==> config.mk <==
export PLATFORM = sky130hd
export DESIGN_NAME = moving_average_light_level_core
export DESIGN_NICKNAME = d
export VERILOG_FILES = /design/src/mall_pkg.sv /design/src/mall_ram.sv /design/src/mall_ctrl.sv /design/src/mall_datapath.sv /design/src/moving_average_light_level_core.sv
export SDC_FILE = /design/constraint.sdc
export NUM_CORES = 1
export LEC_CHECK = 0
export ABC_AREA = 1
export BUFFER_PORTS_ARGS = -buffer_cell sky130_fd_sc_hd__buf_2
export CAP_MARGIN = 25
export CELL_PAD_IN_SITES_DETAIL_PLACEMENT = 1
export CELL_PAD_IN_SITES_GLOBAL_PLACEMENT = 2
export CORE_MARGIN = 3
export CORE_UTILIZATION = 37
export CTS_CLUSTER_DIAMETER = 120
export DETAILED_ROUTE_END_ITERATION = 10
export PLACE_DENSITY_LB_ADDON = 0.12
export RECOVER_POWER = 50
export SYNTH_ARGS = -nofsm -noshare
export SYNTH_HDL_FRONTEND = slang
export SYNTH_SLANG_ARGS = --single-unit
==> constraint.sdc <==
create_clock -name clk -period 6.6 [get_ports clk]
set_clock_uncertainty 0.05 [all_clocks]
set_input_delay 1.32 -clock clk [delete_from_list [all_inputs] [get_ports clk]]
set_output_delay 1.32 -clock clk [all_outputs]
set_load 0.1 [all_outputs]
==> src/mall_pkg.sv <==
package mall_pkg;

    localparam int WINDOW_DEFAULT = 10;

    localparam int SAMPLE_W    = 10;
    localparam int AVG_W       = 14;
    localparam int TENTHS_W    = 10;
    localparam int USED_W      = 4;
    localparam int S_TDATA_W   = 16;
    localparam int M_TDATA_W   = 72;

    localparam int FULL_SCALE  = 1023;
    localparam int TENTHS_SPAN = 1000;

    // x*1000 for x up to full scale
    localparam int TENTHS_N_W  = 20;
    localparam int LOW_BITS    = 10;

    typedef enum logic [2:0] {
        ST_IDLE,
        ST_UPDATE,
        ST_SCALE,
        ST_DIVIDE,
        ST_FINISH
    } mall_state_t;

    typedef struct packed {
        logic accept;
        logic update;
        logic scale;
        logic step;
        logic finish;
    } mall_cmd_t;

    typedef struct packed {
        logic div_last;
    } mall_status_t;

    // floor(n/1023) for n <= 1023000: n = 1024a + b, so n = 1023a + (a + b)
    // and a + b stays below twice the divisor.
    function automatic logic [TENTHS_W-1:0] tenths_of(input logic [TENTHS_N_W-1:0] n);
        logic [TENTHS_W:0]   a;
        logic [TENTHS_W+1:0] r;
        logic [TENTHS_W:0]   q;
        a = {1'b0, n[TENTHS_N_W-1:LOW_BITS]};
        r = {1'b0, a} + {2'b0, n[LOW_BITS-1:0]};
        q = a + ((r >= (TENTHS_W+2)'(FULL_SCALE)) ? (TENTHS_W+1)'(1) : (TENTHS_W+1)'(0));
        if (q > (TENTHS_W+1)'(TENTHS_SPAN))
        begin
            q = (TENTHS_W+1)'(TENTHS_SPAN);
        end
        return q[TENTHS_W-1:0];
    endfunction

endpackage

==> src/mall_ram.sv <==
module mall_ram #(
    parameter int WIDTH = 10,
    parameter int DEPTH = 10,
    localparam int ADDR_W = (DEPTH > 1) ? $clog2(DEPTH) : 1
) (
    input  logic              clk,
    input  logic              wr_en,
    input  logic [ADDR_W-1:0] wr_addr,
    input  logic [WIDTH-1:0]  wr_data,
    input  logic [ADDR_W-1:0] rd_addr,
    output logic [WIDTH-1:0]  rd_data
);

    logic [WIDTH-1:0] mem_reg [DEPTH];
    logic [WIDTH-1:0] rd_data_reg;

    always_ff @(posedge clk)
    begin
        if (wr_en)
        begin
            mem_reg[wr_addr] <= wr_data;
        end
        rd_data_reg <= mem_reg[rd_addr];
    end

    assign rd_data = rd_data_reg;

endmodule

==> src/mall_ctrl.sv <==
module mall_ctrl (
    input  logic                  clk,
    input  logic                  rst_n,
    input  logic                  s_tvalid,
    output logic                  s_tready,
    output logic                  m_tvalid,
    input  logic                  m_tready,
    input  mall_pkg::mall_status_t status,
    output mall_pkg::mall_cmd_t    cmd
);

    import mall_pkg::*;

    mall_state_t state_reg;
    mall_state_t state_next;
    logic        out_valid_reg;
    logic        out_valid_next;
    logic        out_free;

    assign out_free = !out_valid_reg || m_tready;

    always_comb
    begin
        state_next = state_reg;
        unique case (state_reg)
            ST_IDLE:
            begin
                if (s_tvalid)
                begin
                    state_next = ST_UPDATE;
                end
            end
            ST_UPDATE: state_next = ST_SCALE;
            ST_SCALE:  state_next = ST_DIVIDE;
            ST_DIVIDE:
            begin
                if (status.div_last)
                begin
                    state_next = ST_FINISH;
                end
            end
            ST_FINISH:
            begin
                if (out_free)
                begin
                    state_next = ST_IDLE;
                end
            end
            default: state_next = ST_IDLE;
        endcase
    end

    always_comb
    begin
        cmd      = '0;
        s_tready = 1'b0;
        unique case (state_reg)
            ST_IDLE:
            begin
                s_tready   = 1'b1;
                cmd.accept = s_tvalid;
            end
            ST_UPDATE: cmd.update = 1'b1;
            ST_SCALE:  cmd.scale  = 1'b1;
            ST_DIVIDE: cmd.step   = 1'b1;
            ST_FINISH: cmd.finish = out_free;
            default:   cmd = '0;
        endcase
    end

    // a new result wins over the handshake that frees the register
    always_comb
    begin
        priority if (cmd.finish)
        begin
            out_valid_next = 1'b1;
        end
        else if (m_tready)
        begin
            out_valid_next = 1'b0;
        end
        else
        begin
            out_valid_next = out_valid_reg;
        end
    end

    always_ff @(posedge clk or negedge rst_n)
    begin
        if (!rst_n)
        begin
            state_reg     <= ST_IDLE;
            out_valid_reg <= 1'b0;
        end
        else
        begin
            state_reg     <= state_next;
            out_valid_reg <= out_valid_next;
        end
    end

    assign m_tvalid = out_valid_reg;

endmodule

==> src/mall_datapath.sv <==
module mall_datapath #(
    parameter int WINDOW = mall_pkg::WINDOW_DEFAULT
) (
    input  logic                              clk,
    input  logic                              rst_n,
    input  logic [mall_pkg::S_TDATA_W-1:0]    s_tdata,
    output logic [mall_pkg::M_TDATA_W-1:0]    m_tdata,
    input  mall_pkg::mall_cmd_t                cmd,
    output mall_pkg::mall_status_t             status
);

    import mall_pkg::*;

    localparam int SLOT_W = (WINDOW > 1) ? $clog2(WINDOW) : 1;
    localparam int CNT_W  = $clog2(WINDOW + 1);
    localparam int SUM_W  = $clog2(WINDOW * FULL_SCALE + 1);
    localparam int DIV_W  = $clog2(WINDOW * FULL_SCALE * TENTHS_SPAN + 1);
    localparam int STEP_W = $clog2(DIV_W);

    logic [SAMPLE_W-1:0] sample_reg;
    logic [SUM_W-1:0]    sum_reg;
    logic [SUM_W-1:0]    sum_next;
    logic [SLOT_W-1:0]   slot_reg;
    logic [SLOT_W-1:0]   slot_next;
    logic [CNT_W-1:0]    fill_reg;
    logic [CNT_W-1:0]    fill_next;
    logic                full;
    logic [SAMPLE_W-1:0] ring_rdata;
    logic [SAMPLE_W-1:0] oldest;

    logic [DIV_W-1:0]    q4_dvd_reg;
    logic [DIV_W-1:0]    q4_dvd_next;
    logic [CNT_W-1:0]    q4_rem_reg;
    logic [CNT_W-1:0]    q4_rem_next;
    logic [DIV_W-1:0]    dk_dvd_reg;
    logic [DIV_W-1:0]    dk_dvd_next;
    logic [CNT_W-1:0]    dk_rem_reg;
    logic [CNT_W-1:0]    dk_rem_next;
    logic [STEP_W-1:0]   step_reg;

    logic [CNT_W:0]      q4_sh;
    logic [CNT_W:0]      q4_sub;
    logic [CNT_W:0]      dk_sh;
    logic [CNT_W:0]      dk_sub;
    logic [CNT_W:0]      divisor;

    logic [TENTHS_W-1:0] raw_dark_reg;
    logic [TENTHS_N_W-1:0] raw_scaled;
    logic [CNT_W+USED_W-1:0] used_ext;

    logic [SAMPLE_W-1:0] raw_echo_reg;
    logic [AVG_W-1:0]    average_q4_reg;
    logic [TENTHS_W-1:0] raw_dark_tenths_reg;
    logic [TENTHS_W-1:0] raw_bright_tenths_reg;
    logic [TENTHS_W-1:0] avg_dark_tenths_reg;
    logic [TENTHS_W-1:0] avg_bright_tenths_reg;
    logic [USED_W-1:0]   samples_used_reg;
    logic [TENTHS_W-1:0] avg_dark;

    mall_ram #(
        .WIDTH (SAMPLE_W),
        .DEPTH (WINDOW)
    ) u_ring (
        .clk     (clk),
        .wr_en   (cmd.update),
        .wr_addr (slot_reg),
        .wr_data (sample_reg),
        .rd_addr (slot_reg),
        .rd_data (ring_rdata)
    );

    // slots past the fill count were never written and count as zero
    assign full      = (fill_reg == CNT_W'(WINDOW));
    assign oldest    = full ? ring_rdata : '0;
    assign sum_next  = sum_reg - SUM_W'(oldest) + SUM_W'(sample_reg);
    assign slot_next = (slot_reg == SLOT_W'(WINDOW - 1)) ? '0 : slot_reg + SLOT_W'(1);
    assign fill_next = full ? fill_reg : fill_reg + CNT_W'(1);

    // two restoring division lanes by the fill count, one quotient bit a step
    assign divisor = {1'b0, fill_reg};
    assign q4_sh   = {q4_rem_reg, q4_dvd_reg[DIV_W-1]};
    assign q4_sub  = q4_sh - divisor;
    assign dk_sh   = {dk_rem_reg, dk_dvd_reg[DIV_W-1]};
    assign dk_sub  = dk_sh - divisor;

    always_comb
    begin
        if (q4_sh >= divisor)
        begin
            q4_rem_next = q4_sub[CNT_W-1:0];
            q4_dvd_next = {q4_dvd_reg[DIV_W-2:0], 1'b1};
        end
        else
        begin
            q4_rem_next = q4_sh[CNT_W-1:0];
            q4_dvd_next = {q4_dvd_reg[DIV_W-2:0], 1'b0};
        end
        if (dk_sh >= divisor)
        begin
            dk_rem_next = dk_sub[CNT_W-1:0];
            dk_dvd_next = {dk_dvd_reg[DIV_W-2:0], 1'b1};
        end
        else
        begin
            dk_rem_next = dk_sh[CNT_W-1:0];
            dk_dvd_next = {dk_dvd_reg[DIV_W-2:0], 1'b0};
        end
    end

    assign status.div_last = (step_reg == '0);

    assign raw_scaled = TENTHS_N_W'(sample_reg) * TENTHS_N_W'(TENTHS_SPAN);
    assign avg_dark   = tenths_of(dk_dvd_reg[TENTHS_N_W-1:0]);
    assign used_ext   = {{USED_W{1'b0}}, fill_reg};

    always_ff @(posedge clk or negedge rst_n)
    begin
        if (!rst_n)
        begin
            sum_reg  <= '0;
            slot_reg <= '0;
            fill_reg <= '0;
        end
        else if (cmd.update)
        begin
            sum_reg  <= sum_next;
            slot_reg <= slot_next;
            fill_reg <= fill_next;
        end
    end

    always_ff @(posedge clk)
    begin
        if (cmd.accept)
        begin
            sample_reg <= s_tdata[SAMPLE_W-1:0];
        end
        if (cmd.scale)
        begin
            q4_dvd_reg   <= DIV_W'({sum_reg, 4'b0000});
            dk_dvd_reg   <= DIV_W'(sum_reg) * DIV_W'(TENTHS_SPAN);
            q4_rem_reg   <= '0;
            dk_rem_reg   <= '0;
            step_reg     <= STEP_W'(DIV_W - 1);
            raw_dark_reg <= tenths_of(raw_scaled);
        end
        if (cmd.step)
        begin
            q4_dvd_reg <= q4_dvd_next;
            q4_rem_reg <= q4_rem_next;
            dk_dvd_reg <= dk_dvd_next;
            dk_rem_reg <= dk_rem_next;
            step_reg   <= step_reg - STEP_W'(1);
        end
        if (cmd.finish)
        begin
            raw_echo_reg          <= sample_reg;
            average_q4_reg        <= q4_dvd_reg[AVG_W-1:0];
            raw_dark_tenths_reg   <= raw_dark_reg;
            raw_bright_tenths_reg <= TENTHS_W'(TENTHS_SPAN) - raw_dark_reg;
            avg_dark_tenths_reg   <= avg_dark;
            avg_bright_tenths_reg <= TENTHS_W'(TENTHS_SPAN) - avg_dark;
            samples_used_reg      <= used_ext[USED_W-1:0];
        end
    end

    assign m_tdata = {
        {(M_TDATA_W - 68){1'b0}},
        samples_used_reg,
        avg_bright_tenths_reg,
        avg_dark_tenths_reg,
        raw_bright_tenths_reg,
        raw_dark_tenths_reg,
        average_q4_reg,
        raw_echo_reg
    };

endmodule

==> src/moving_average_light_level_core.sv <==
// Channel  Dir  Width  Contents
// s_*      in   16     sample [9:0]
// m_*      out  72     raw_echo, average_q4, raw_dark_tenths, raw_bright_tenths,
//                      avg_dark_tenths, avg_bright_tenths, samples_used
//
// An item passes through update, scale, one divide step per bit of DIV_W and finish
// before the next acceptance, where DIV_W is the bit count of WINDOW*1023*1000 (24 at
// WINDOW = 10); s_tready stays low until finish is done, so no new sample is taken
// while one is in progress. The two-lane serial divider by the fill count sets that pace.
// Reset clears the running sum, the write slot and the fill count; the ring is
// not swept, since slots past the fill count read as zero.
// A held result stalls only the finish state of the next item.
module moving_average_light_level_core #(
    parameter int WINDOW = mall_pkg::WINDOW_DEFAULT
) (
    input  logic                           clk,
    input  logic                           rst_n,
    input  logic                           s_tvalid,
    output logic                           s_tready,
    input  logic [mall_pkg::S_TDATA_W-1:0] s_tdata,  // sample[9:0], zero pad
    output logic                           m_tvalid,
    input  logic                           m_tready,
    // raw_echo[9:0], average_q4[23:10], raw_dark_tenths[33:24],
    // raw_bright_tenths[43:34], avg_dark_tenths[53:44],
    // avg_bright_tenths[63:54], samples_used[67:64], zero pad
    output logic [mall_pkg::M_TDATA_W-1:0] m_tdata
);

    import mall_pkg::*;

    mall_cmd_t    cmd;
    mall_status_t status;

    mall_ctrl u_ctrl (
        .clk      (clk),
        .rst_n    (rst_n),
        .s_tvalid (s_tvalid),
        .s_tready (s_tready),
        .m_tvalid (m_tvalid),
        .m_tready (m_tready),
        .status   (status),
        .cmd      (cmd)
    );

    mall_datapath #(
        .WINDOW (WINDOW)
    ) u_datapath (
        .clk     (clk),
        .rst_n   (rst_n),
        .s_tdata (s_tdata),
        .m_tdata (m_tdata),
        .cmd     (cmd),
        .status  (status)
    );

    a_busy_after_accept: assert property (@(posedge clk) disable iff (!rst_n)
        (s_tvalid && s_tready) |=> !s_tready)
        else $error("input taken while an item is in progress");

    a_divide_stops: assert property (@(posedge clk) disable iff (!rst_n)
        (cmd.step && status.div_last) |=> !cmd.step)
        else $error("division ran past its last step");

    a_valid_from_finish: assert property (@(posedge clk) disable iff (!rst_n)
        $rose(m_tvalid) |-> $past(cmd.finish))
        else $error("output valid without a stored result");

    a_one_command: assert property (@(posedge clk) disable iff (!rst_n)
        $onehot0(cmd))
        else $error("more than one datapath command at once");

endmodule
==> metrics.yaml <==
drt-wirelength-per-cell_um: 18.1
cts_num_sinks: 283
hold_viol: 0
nNetsFinal: 2089
maxSlewViolCount: 0
die_w_um: 222
cts_hold_buf: 0
drc: 0
period_needed_ns: 6.53
maxCapViolations: 0
clockRootBuffer: "clkbuf_16"
finalCritPeriodShare_pct: 99.0
worstSetupPathType: "reg2reg"
synth_cells: 1658
cp_num_buf_inv: 14
crit_family: "adder cells"
rsz0062_at_grt: "true"
avgSynthCellArea_um2: 10.4
coreArea_mm2: 0.0458
synth.top_cell.area_share_pct: 42.8
crit_arrival_ns: 6.76
mappedNetlistArea_mm2: 0.0173
worst-endpoint-required_ns: 6.82
synth_ff_type: "edfxtp_1"
worstPathMaxFanout: 6
clock_latency_ns: 0.54
area_growth_pct: 20.9
setup_viol: 0
grt_pass1_wl_um: 72100
cts_buffer_depth: 3
outcome: "finished, final reports clean"
async_flop_share_pct: 9.19
htree_levels: 2
gp_congestion: 0.779
netlist_top_cells_area: "edfxtp_1 43%, fa_1 10%, ha_1 9.9%"
drt.antenna.violating_nets: 0
grt_max_degree: 66
max_freq_mhz: 153
start_util_pct: 37.8
synth_cell_types: 45
diodes: 0
seq_area_frac_synth_pct: 47.8
end_kind: "flop"
cts_made_buffers: 37
drt-total-wl_um: 44800
drive_gt1_share_pct: 21.4
yosys_warnings: 0
die_y_um: 222
portBuffers: 83
synth-seq-cells: 283
synth-edff-count: 247
largest_register_ffs: 100
crit_path_start_kind: "flop"
cts_tree: "done"
row_count: 78
tightest_slew_ns: 1.01
grt.total_usage_pct: 18.3
slowest_delay_ns: 0.57
grt_antenna_before_repair: 0
grt_overflow: 0
path_common_cell: "buf_4"
num_vias: 12200
path_clk_slew_ns: 0.06
synth_common_cells: "287 x nand2_1, 247 x edfxtp_1, 241 x inv_1, 137 x ha_1, 107 x nor2_1"
synth_top_area_cell: "edfxtp_1"
grt_pass1_vias: 13200
cp_slowest_cell: "fa_1"
instances_no_fill: 2471
dp_cells: 2364
dieArea_mm2: 0.0494
drtPass1Iterations: 4
ios: 94
drtIter0Drc: 578
via_per_inst: 4.92
dp_hpwl_um: 32900
max_slew_margin_pct: 32.4
hp-class: "reg2reg"
yosysMostFrequentCell: "nand2_1"
[final timing paths]
check	to	slack (ns)	cells past startpoint	start
worst min register to register	u_datapath.average_q4_reg[2]	0.40	0	u_datapath.q4_dvd_reg[2]
worst min-delay path	u_datapath.average_q4_reg[2]	0.40	0	u_datapath.q4_dvd_reg[2]
max in group asynchronous	u_datapath.fill_reg[0]	5.21	1	rst_n
worst max-delay path	u_datapath.raw_dark_reg[9]	0.07	36	u_datapath.sample_reg[1]
min in group asynchronous	u_datapath.slot_reg[2]	0.77	1	rst_n
worst max register to register	u_datapath.raw_dark_reg[9]	0.07	36	u_datapath.sample_reg[1]
[cell type report]
type	count	area, µm²
timing repair buffer	180	1200
fill	4995	24800
tap	600	751
clock inverter	16	290
inverter	249	937
sequential	283	8270
clock buffer	52	1010
multi-input combinational	1091	8470
[through the flow]
| step | worst slack, ns | util (%) | setup TNS [ns] | hold WS (ns) | area (µm²) |
|---|---|---|---|---|---|
| 6_report | 0.0654 | 45.7 | 0 | 0.398 | 20900 |
| 4_1_cts | 0.000911 | 44.6 | 0 | 0.400 | 20400 |
| 5_1_grt | -0.209 | 45.7 | -1.81 | 0.406 | 20900 |
| 2_1_floorplan | 0.0770 | - | 0 | 0.376 | 17300 |
| 3_3_place_gp | -0.0537 | 41.1 | -0.401 | 0.386 | 18800 |
| 3_5_place_dp | -0.211 | 41.1 | -1.82 | 0.387 | 18800 |
[cell families after synthesis]
group / Yosys count / share of synthesized area, %
AO/OA/AOI/OAI: 203 / 6.74
AND/OR/NAND/NOR: 602 / 15.9
flip-flops: 283 / 47.8
other: 1 / 0.0217
XOR/XNOR: 55 / 2.83
adder cells (fa/ha/maj): 227 / 20.3
buffers and inverters: 287 / 6.40
[per-layer routing]
layer / vias to the layer above / track usage, % / routed length, µm
met2: 139 / 31.9 / 22100
met5: - / 0 / 0
met1: 6026 / 24.5 / 20700
met3: 56 / 2.25 / 1110
met4: 0 / 4.13 / 835
li1: 5944 / - / -
[worst register-to-register path, delay by kind of cell, from the launching register on]
kind	cells	cell delay, ns
AO/OA/AOI/OAI	1	0.08
flip-flops	1	0.47
buffers and inverters	14	1.63
adder cells (fa/ha/maj)	7	2.60
AND/OR/NAND/NOR	14	1.45
[repair_timing]
item                       4_1_cts  5_1_grt
buffers inserted                20       14
setup endpoints to repair       10       10
resized for setup               31       84
pin swaps                       21       51
[layout by cell type, fill, tap and decap left out, types with 23 or more instances in the layout]
cell type / count
nand2_1: 264
edfxtp_1: 247
inv_1: 225
ha_1: 125
nor2_1: 99
fa_1: 88
buf_2: 83
buf_4: 82
o21ai_0: 71
nand3_1: 70
a21oi_1: 53
nand2_2: 38
clkbuf_16: 37
xor2_1: 29
a31oi_1: 28
dfrtp_1: 26
xnor2_1: 24
inv_2: 23
Power is left out: the tool's default activity adds up to more than one toggle a clock period on the data nets, which glitch-free logic cannot reach.
